**src/rtl/core/rauc_pkg.sv**
```systemverilog
package rauc_pkg;

    localparam int CNT_W   = 25;
    localparam int AREA_W  = 50;
    localparam int Q_W     = 17;
    localparam int LBL_W   = 8;
    localparam int DEN_W   = 51;
    localparam int NUM_W   = 51;

    localparam logic [CNT_W-1:0] MAX_CNT  = CNT_W'(24'hFFFFFF) + CNT_W'(1);
    localparam logic [Q_W-1:0]   Q16_ONE  = 17'h10000;

    // ratio selects for the shared divider, in issue order
    localparam logic [2:0] SEL_ACC = 3'd0;
    localparam logic [2:0] SEL_PRE = 3'd1;
    localparam logic [2:0] SEL_REC = 3'd2;
    localparam logic [2:0] SEL_F1  = 3'd3;
    localparam logic [2:0] SEL_AUC = 3'd4;

    typedef enum logic [0:0]
    {
        REG_PPC   = 1'b0,
        REG_LABEL = 1'b1
    } reg_idx_t;

    typedef struct packed
    {
        logic [31:0]      score;
        logic [LBL_W-1:0] item_label;
        logic             is_last;
    } in_item_t;

    typedef struct packed
    {
        logic [CNT_W-1:0] true_pos;
        logic [CNT_W-1:0] true_neg;
        logic [CNT_W-1:0] false_pos;
        logic [CNT_W-1:0] false_neg;
        logic [CNT_W-1:0] item_total;
        logic [Q_W-1:0]   accuracy_q16;
        logic [Q_W-1:0]   precision_q16;
        logic [Q_W-1:0]   recall_q16;
        logic [Q_W-1:0]   f1_q16;
        logic [Q_W-1:0]   auc_q16;
        logic             status;
    } out_item_t;

    // controller -> datapath
    typedef struct packed
    {
        logic       count;      // take the accepted item into the counters
        logic       close;      // close final ROC point
        logic       den_mul;    // form AUC denominator
        logic       div_start;  // load divider with ratio sel
        logic [2:0] div_sel;
        logic       div_step;
        logic       div_store;
        logic       clear;
    } dp_cmd_t;

    typedef struct packed
    {
        logic is_last;
    } dp_sts_t;

endpackage

```
**src/rtl/core/rauc_ctrl.sv**
```systemverilog
module rauc_ctrl
    import rauc_pkg::*;
(
    input  logic    clk,
    input  logic    rst_n,
    input  logic    in_valid,
    output logic    in_ready,
    output logic    out_valid,
    input  logic    out_ready,
    input  dp_sts_t sts,
    output dp_cmd_t cmd
);

    typedef enum logic [6:0]
    {
        S_RUN   = 7'b0000001,
        S_FOLD  = 7'b0000010,
        S_SUM   = 7'b0000100,
        S_LOAD  = 7'b0001000,
        S_DIV   = 7'b0010000,
        S_STORE = 7'b0100000,
        S_OUT   = 7'b1000000
    } state_t;

    state_t     state_reg, state_next;
    logic [2:0] sel_reg, sel_next;
    logic [3:0] step_reg, step_next;

    assign in_ready  = state_reg == S_RUN;
    assign out_valid = state_reg == S_OUT;

    always_comb
    begin
        state_next = state_reg;
        sel_next   = sel_reg;
        step_next  = step_reg;
        cmd        = '0;
        cmd.div_sel = sel_reg;
        unique case (state_reg)
            S_RUN:
            begin
                cmd.count = in_valid;
                if (in_valid && sts.is_last)
                    state_next = S_FOLD;
            end
            S_FOLD:
            begin
                // pending product lands, then final point closes
                cmd.close  = 1'b1;
                state_next = S_SUM;
            end
            S_SUM:
            begin
                cmd.den_mul = 1'b1;
                state_next  = S_LOAD;
                sel_next    = SEL_ACC;
            end
            S_LOAD:
            begin
                cmd.div_start = 1'b1;
                step_next     = '0;
                state_next    = S_DIV;
            end
            S_DIV:
            begin
                cmd.div_step = 1'b1;
                step_next    = step_reg + 1'b1;
                if (step_reg == 4'd15)
                    state_next = S_STORE;
            end
            S_STORE:
            begin
                cmd.div_store = 1'b1;
                if (sel_reg == SEL_AUC)
                    state_next = S_OUT;
                else
                begin
                    sel_next   = sel_reg + 1'b1;
                    state_next = S_LOAD;
                end
            end
            S_OUT:
            begin
                if (out_ready)
                begin
                    cmd.clear  = 1'b1;
                    state_next = S_RUN;
                end
            end
            default: state_next = S_RUN;
        endcase
    end

    always_ff @(posedge clk or negedge rst_n)
    begin
        if (!rst_n)
        begin
            state_reg <= S_RUN;
            sel_reg   <= '0;
            step_reg  <= '0;
        end
        else
        begin
            state_reg <= state_next;
            sel_reg   <= sel_next;
            step_reg  <= step_next;
        end
    end

endmodule

```
**config.mk**
```make
export PLATFORM = sky130hd
export DESIGN_NAME = rauc_ctrl
export DESIGN_NICKNAME = d
export VERILOG_FILES = /design/src/rtl/core/rauc_pkg.sv /design/src/rtl/core/rauc_ctrl.sv
export SDC_FILE = /design/constraint.sdc
export NUM_CORES = 1
export LEC_CHECK = 0
export ABC_CLOCK_PERIOD_IN_PS = 5100
export BUFFER_PORTS_ARGS = -buffer_cell sky130_fd_sc_hd__buf_2
export CAP_MARGIN = 20
export CORE_UTILIZATION = 57
export DETAILED_ROUTE_END_ITERATION = 6
export GPL_TIMING_DRIVEN = 1
export PLACE_DENSITY = 0.81
export SKIP_CTS_REPAIR_TIMING = 1
export SLEW_MARGIN = 30
export SYNTH_ARGS = -nofsm -noshare
export SYNTH_HDL_FRONTEND = slang
export SYNTH_SLANG_ARGS = --single-unit
```
**constraint.sdc**
```tcl
create_clock -name clk -period 5.1 [get_ports clk]
set_input_delay 0.255 -clock clk [delete_from_list [all_inputs] [get_ports clk]]
set_output_delay 0.255 -clock clk [all_outputs]
set_load 0.005 [all_outputs]
```
==> metrics.cfg, run 1 <==
[status]
status=finished, final reports clean

[critical_path]
timing.rr.start=state_reg[4]$_DFFE_PN0P_
worstSetupPathType=reg2out
cp-startpoint=state_reg[4]$_DFFE_PN0P_
crit_arrival_ns=2.13
cp-start-kind=flip-flop
cp-end-kind=output pin
critical_path.max_fanout=19
required_ns=4.85

[sta]
finalSetupViolCount=0
max-slew-margin-rel_pct=60.37
setup_tns_ns=0
setup_slack_ns=2.714
period_share_pct=46.78
final_hold_viol_count=0
fin_crit_ns=2.386
drv_slew=0
skew_ns=0.003772
fmax_mhz=419.1
worst_pin_slew_ns=0.5945
rsz0062_at_grt=no

[yosys]
synth_edf_count=0
postSynthCellCount=103
netlist_area_sq_um=923.4
synth_seq_cells=14
synth_most_common_cell=dfrtp_1
synth_ff_type=dfrtp_1
synth_warnings=0
synth_nets=111
yosys-top-cells-area=dfrtp_1 35%, nand2_1 4.9%, ha_1 4.1%
yosys.area.top_type=dfrtp_1
yosysSeqAreaShare_pct=38.08
synth_top_cells_by_count=13 x dfrtp_1, 12 x nand2_1, 7 x nand3_1
avgSynthCellArea_sq_um=8.965
synthArstFlopShare_pct=100.0
synth_cell_types=39
synth_top_area_share_pct=35.23

[flow_run]
cap_violations=0

[min_path]
hp-class=in2reg
hold_path_startpoint=out_ready

[die]
start_util_pct=61.30
die_w_um=42.25
rows=14
ios=17
core-area_sq_um=1506
die_y_um=42.25
dieArea_sq_um=1785

[drt]
wl_per_cell_um=13.23
vias=802
via_per_inst=6.030
drt-total-wl_um=1760
firstDrtPassIters=4
drc_errors=0
antenna_left=0
first_iter_violations=31

[placed_design]
gp_congestion=0.8471
dp_slack_ns=3.042
dp_hpwl_um=1271
dp.cells=128
portBuffers=16

[clock_tree]
clockRootBuffer=clkbuf_4
htreeDepth=1
clock_sinks=14
clk_path_buf_depth=2
cts_buffers=3
clk_latency_ns=0.28
clkTransAtPathRegs_ns=0.09
cts_tree=built

[finish]
area_delta_synth_final_pct=11.79
final_cells=133
layout-drive-gt1-share_pct=24.79
antenna_cells=0
largest_reg_flops=7
nNetsFinal=126
final_util_pct=68.52

[grt]
antenna_found_initial=0
grt_max_degree=20
grt_pass1_vias=709
grt_pass1_wl_um=3008
grt-ovfl-total=0
grt_util_all_layers_pct=21.83

[power]
pwr_density_cell_nw_per_um2=329.9
power.leakage_nw=0.5093
peakVddDrop_mv=0.2327

[worst max-delay path, cell delays in order, from the launching register on]
cell and delay (ns):
dfrtp_1 0.61, or4_1 0.59, or3_4 0.39, inv_2 0.06
and2_1 0.11, buf_2 0.10
[per-layer routing]
| metal | GRT usage [%] | part of all wire, % | vias up |
|---|---|---|---|
| li1 | - | - | 397 |
| met1 | 29.97 | 47 | 384 |
| met2 | 34.77 | 47 | 19 |
| met3 | 4.741 | 4.6 | 2 |
| met4 | 6.250 | 0.97 | 0 |
| met5 | 0 | 0 | - |
[per-stage QoR]
stage          cell area [sq um]  power (W)  hold slack (ns)
2_1_floorplan              923.4  0.0002361         -0.04059
3_3_place_gp               985.9  0.0002577           0.1632
3_5_place_dp               985.9  0.0002616           0.1617
4_1_cts                     1022  0.0003404          -0.1390
5_1_grt                     1032  0.0003649           0.1978
6_report                    1032  0.0003405           0.1936
[path summary, 6_finish.rpt]
path | slack [ns] | cells past startpoint | endpoint
hold / removal | 0.19 | 2 | state_reg[6]$_DFFE_PN0P_
min in group asynchronous | 0.41 | 2 | sel_reg[0]$_DFFE_PN0P_
setup / recovery | 2.71 | 5 | cmd[0]
setup reg to reg | 3.21 | 4 | state_reg[0]$_DFFE_PN1P_
max in group asynchronous | 4.40 | 2 | state_reg[0]$_DFFE_PN1P_
hold reg to reg | 0.55 | 1 | step_reg[1]$_DFFE_PN0P_
[cell usage in the layout, fill, tap and decap left out, types with 2 or more instances in the layout]
| cell type | n |
|---|---|
| nor3_1 | 2 |
| o211ai_1 | 2 |
| nor4_1 | 3 |
| nand4_1 | 2 |
| nor2_1 | 6 |
| o21ai_0 | 5 |
| and2_1 | 2 |
| a21oi_1 | 2 |
| nand2_1 | 12 |
| dfrtp_1 | 13 |
| inv_1 | 6 |
| and3_1 | 2 |
| nand3_1 | 7 |
| buf_2 | 16 |
| nand2b_1 | 6 |
| ha_1 | 3 |
| clkbuf_4 | 3 |
| xor2_1 | 2 |
| o2bb2ai_1 | 2 |
[cell type report]
cell class	instances	area, sq um
multi-input cells	75	508.0
flip-flops and latches	14	351.6
repair buffers	17	90.09
fillers	129	474.2
clock buffers	4	36.28
well taps	16	20.02
inverters	7	26.28
[kinds of logic (layout without fill, tap and decap cells)]
family	after synthesis	in the layout	synth area share, %
muxes	1	1	1.084
xor gates and xnor gates	2	2	1.897
buffers and inverters	14	28	6.909
and+or+nand+nor	53	53	36.04
adders and majority gates	3	3	4.065
DFF	14	14	38.08
AOI/OAI and AO/OA	16	16	11.92
[power breakdown]
| part | internal, W | switching, W | total, W |
|---|---|---|---|
| Sequential | 0.000124 | 0.0000233 | 0.000148 |
| Clock | 0.0000434 | 0.0000362 | 0.0000796 |
| Combinational | 0.0000552 | 0.0000579 | 0.000113 |
Note: power is estimated with default switching activity, not from simulation.
==> inputs of run 2 (changes only) <==
ABC_AREA = 1   (was not set)
ABC_CLOCK_PERIOD_IN_PS = 2200   (was 5100)
CORE_UTILIZATION = 52   (was 57)
PLACE_DENSITY = 0.76   (was 0.81)
clock period = 2.2 ns   (was 5.1 ns; I/O delays follow)
==> metrics.cfg, run 2 <==
[sta]
rsz0062_at_grt=no
setup_tns_ns=0
drv_slew=0
final_hold_viol_count=0
finalSetupViolCount=0
period_share_pct=69.53
worst_pin_slew_ns=0.3205
fin_crit_ns=1.530
fmax_mhz=653.7
max-slew-margin-rel_pct=78.64
skew_ns=0.01004

[power]
power.leakage_nw=0.5357
swShare_pct=39.96
switchingPower_w=0.0003455
seq_power_share_pct=40.8
p_comb_share_pct=42.0
peakVddDrop_mv=0.4710
pwr_density_cell_nw_per_um2=874.6
clockPowerShare_pct=17.2
intPower_w=0.0005190

[finish]
area_delta_synth_final_pct=16.01
layout_commonest_cell=buf_2
antenna_cells=0
nNetsFinal=126
final_util_pct=64.86
largest_reg_flops=7
final_cell_mix=16 x buf_2, 14 x inv_1, 13 x nor2_1, 13 x nand2_1, 13 x dfrtp_1
layout-drive-gt1-share_pct=35.04

[drt]
firstDrtPassIters=2
antenna_left=0
via_per_inst=5.045
first_iter_violations=2
drc_errors=0
vias=671
drt-total-wl_um=1520
wl_per_cell_um=11.43

[die]
ios=17
die_y_um=42.48
rows=14
start_util_pct=55.91
die_w_um=42.48
core-area_sq_um=1524
dieArea_sq_um=1805

[clock_tree]
clk_latency_ns=0.27
clkTransAtPathRegs_ns=0.09
htreeDepth=1
cts_tree=built
clockRootBuffer=clkbuf_4
clk_path_buf_depth=2
clock_sinks=14
cts_buffers=3

[yosys]
synth_top_area_share_pct=38.18
synth_cell_types=22
yosysSeqAreaShare_pct=41.26
synth_edf_count=0
yosys-top-cells-area=dfrtp_1 38%, nor2_4 12%, inv_1 6.2%
yosys.area.top_type=dfrtp_1
synth_ff_type=dfrtp_1
synth_warnings=0
postSynthCellCount=96
synth_top_cells_by_count=14 x inv_1, 13 x dfrtp_1, 13 x nand2_1, 13 x nor2_1, 9 x nor2_4
synth_nets=104
avgSynthCellArea_sq_um=8.876
synthArstFlopShare_pct=100.0
synth_seq_cells=14
netlist_area_sq_um=852.1
synth_most_common_cell=inv_1

[placed_design]
gp_congestion=0.8009
portBuffers=16
dp_hpwl_um=1256

[critical_path]
required_ns=2.09
cp-end-kind=output pin
cp-start-kind=flip-flop
worstSetupPathType=reg2out
max_stage_delay_ns=0.45
critical_path.max_fanout=7
crit_arrival_ns=1.42
crit_chain=nor2_2, nand2_4, nor2_4, inv_1, nor2_1, buf_2
worst_path_max_delay_cell=dfrtp_1
reg2regPathDepth=6

[grt]
grt-ovfl-total=0
antenna_found_initial=0
grt_pass1_vias=672
grt_util_all_layers_pct=20.80
grt_pass1_wl_um=2787
grt_max_degree=15

[min_path]
hp-class=in2reg
holdPathStages=4

[flow_run]
cap_violations=0

[status]
status=finished, final reports clean

run 2: stage by stage:
stage | instance area, sq um | setup slack, ns | total power (W) | std cells | hold slack (ns)
2_1_floorplan | 852.1 | 1.033 | 0.0006324 | 96 | -0.1856
3_3_place_gp | 952.2 | 0.9643 | 0.0007109 | 128 | 0.02041
3_5_place_dp | 952.2 | 0.9364 | 0.0007222 | 128 | 0.02639
4_1_cts | 978.4 | 0.6608 | 0.0008728 | 132 | -0.2768
5_1_grt | 988.4 | 0.5062 | 0.0009424 | 133 | 0.2055
6_report | 988.4 | 0.6703 | 0.0008645 | 133 | 0.2033
run 2: cell families after synthesis:
kind of cell	Yosys count	share of synthesized area (%)
compound gates	10	7.930
xor+xnor	2	2.056
simple gates	52	37.74
flops	14	41.26
buf+inv	15	6.607
fa+ha+maj	3	4.406
run 2: path summary, 6_finish.rpt:
path                                           from                        to  slack [ns]
max                        state_reg[5]$_DFFE_PN0P_                    cmd[9]        0.67
min                                       out_ready  state_reg[6]$_DFFE_PN0P_        0.20
max reg2reg                state_reg[2]$_DFFE_PN0P_  state_reg[1]$_DFFE_PN0P_        0.93
min reg2reg                 step_reg[0]$_DFFE_PN0P_   step_reg[0]$_DFFE_PN0P_        0.51
max in group asynchronous                     rst_n  state_reg[0]$_DFFE_PN1P_        1.65
min in group asynchronous                     rst_n  state_reg[6]$_DFFE_PN0P_        0.25
run 2: routing by layer:
| layer | part of all wire [%] | GRT usage, % | wire, um |
|---|---|---|---|
| met1 | 43 | 25.91 | 653 |
| met2 | 54 | 35.69 | 828 |
| met3 | 1.9 | 3.879 | 29 |
| met4 | 0.59 | 7.500 | 9 |
| met5 | 0 | 0 | 0 |
run 2: layout make-up:
class | instances | area [sq um]
fillers | 133 | 535.5
multi-input cells | 67 | 444.2
flip-flops and latches | 14 | 351.6
repair buffers | 17 | 90.09
inverters | 15 | 56.30
clock buffers | 4 | 26.28
well taps | 16 | 20.02
run 2: critical path, delay by kind of cell (launching register included):
kind	cells	cell delay, ns
buf+inv	2	0.17
flops	1	0.45
simple gates	4	0.52
run 2: power groups by stage:
stage / clock [W] / sequential, W / combinational [W]
global route: 0.000169 / 0.000359 / 0.000414
floorplan: 0 / 0.000351 / 0.000281
CTS: 0.000153 / 0.000352 / 0.000367
detailed placement: 0 / 0.000358 / 0.000365
global placement: 0 / 0.000356 / 0.000355
finish: 0.000149 / 0.000353 / 0.000363
==> inputs of run 3 (changes only) <==
ABC_CLOCK_PERIOD_IN_PS = 1300   (was 2200)
CORE_UTILIZATION = 47   (was 52)
PLACE_DENSITY = 0.73   (was 0.76)
clock period = 1.3 ns   (was 2.2 ns; I/O delays follow)
==> metrics.cfg, run 3 (synthesized netlist as in run 2, its figures left out) <==
[grt]
grt_pass1_wl_um=2435
grt_pass1_vias=624
antenna_found_initial=0
grt-ovfl-total=0
grt_util_all_layers_pct=17.12
grt_max_degree=15

[clock_tree]
clockRootBuffer=clkbuf_4
clk_latency_ns=0.28
clkTransAtPathRegs_ns=0.09
cts_buffers=3
htreeDepth=1
clk_path_buf_depth=2
clock_sinks=14
cts_tree=built

[critical_path]
worstSetupPathType=reg2out
crit_arrival_ns=1.46
cp-startpoint=state_reg[0]$_DFFE_PN1P_
critical_path.max_fanout=4
r2r_slack_ns=-0.13
cp-end-kind=output pin
r2r-end=state_reg[0]$_DFFE_PN1P_
timing.rr.start=state_reg[0]$_DFFE_PN1P_
reg2regPathDepth=7
cp-start-kind=flip-flop
endpoint=cmd[9]
required_ns=1.24

[drt]
vias=705
first_iter_violations=26
drc_errors=0
via_per_inst=4.669
antenna_left=0
drt-total-wl_um=1926
firstDrtPassIters=4
wl_per_cell_um=12.75

[die]
dieArea_sq_um=1987
start_util_pct=49.89
die_y_um=44.58
core-area_sq_um=1708
rows=15
ios=17
die_w_um=44.58

[sta]
drv_slew=0
final_hold_viol_count=0
worst_pin_slew_ns=0.3091
rsz0062_at_grt=yes
fin_crit_ns=1.527
setup_tns_ns=-0.9919
finalSetupViolCount=14
max-slew-margin-rel_pct=79.39
fmax_mhz=655.0
setup_slack_ns=-0.2268
skew_ns=0.005031
period_share_pct=117.4

[finish]
layout-drive-gt1-share_pct=50.79
fillers=135
antenna_cells=0
layout_commonest_cell=buf_2
nNetsFinal=135
largest_reg_flops=7
final_cells=151
area_delta_synth_final_pct=33.63
final_cell_mix=15 x buf_2, 12 x dfrtp_1, 11 x inv_1, 11 x nor2_1, 10 x nor2_4

[min_path]
holdPathStages=4
hp-class=in2reg
hold_path_startpoint=out_ready

[power]
power.leakage_nw=0.5972
peakVddDrop_mv=1.138
pwr_density_cell_nw_per_um2=1543

[flow_run]
cap_violations=0

[placed_design]
dp_hpwl_um=1161
portBuffers=16
dp.cells=138
gp_congestion=0.7807

[status]
status=finished, violations left
violations=setup timing

[run 3: cell count changes in the layout (fill, tap and decap cells not counted), sizes merged]
cell	before	now
buf	16	25
[run 3: stage by stage]
stage / hold WS, ns / util (%) / setup WS (ns) / area, sq um / power (W)
after floorplan: -0.2306 / - / 0.1332 / 852.1 / 0.001070
after global placement: -0.02712 / 56.85 / 0.05577 / 970.9 / 0.001217
after detailed placement: -0.02803 / 56.85 / 0.03391 / 970.9 / 0.001234
after CTS: -0.3348 / 58.97 / -0.2388 / 1007 / 0.001545
after global routing: 0.2098 / 66.67 / -0.3038 / 1139 / 0.001854
final: 0.1817 / 66.67 / -0.2268 / 1139 / 0.001757
[run 3: area by class of cell]
class                           instances  area, sq um  area share, %
Multi-Input combinational cell         67        478.0          41.98
Sequential cell                        14        352.8          30.99
Timing Repair Buffer                   26        183.9          16.15
Inverter                               15        56.30          4.945
Clock buffer                            4        36.28          3.187
Tap cell                               25        31.28          2.747
[run 3: report_power, final]
group | switching [W] | total, W | internal [W]
logic | 0.000488 | 0.000832 | 0.000344
registers | 0.0000866 | 0.000609 | 0.000522
clock network | 0.000146 | 0.000316 | 0.000170
[run 3: how the worst min path moves through the flow]
stage	to
3_5_place_dp	state_reg[2]$_DFFE_PN0P_
2_1_floorplan	sel_reg[0]$_DFFE_PN0P_
3_3_place_gp	state_reg[2]$_DFFE_PN0P_
4_1_cts	state_reg[2]$_DFFE_PN0P_
6_report	state_reg[6]$_DFFE_PN0P_
5_1_grt	state_reg[6]$_DFFE_PN0P_
[run 3: worst max-delay path, stage by stage, from the launching register on]
cell and delay [ns]:
dfstp_2 0.57, inv_2 0.05, nor2_4 0.10, nand2_2 0.07
nor2_4 0.14, inv_2 0.06, nor2_2 0.09, buf_2 0.11
[run 3: layer usage]
layer	wire, um	up-vias	global-route usage [%]
li1	-	357	-
met1	829	323	20.63
met2	977	17	29.12
met3	65	8	2.449
met4	53	0	9.697
met5	0	-	0
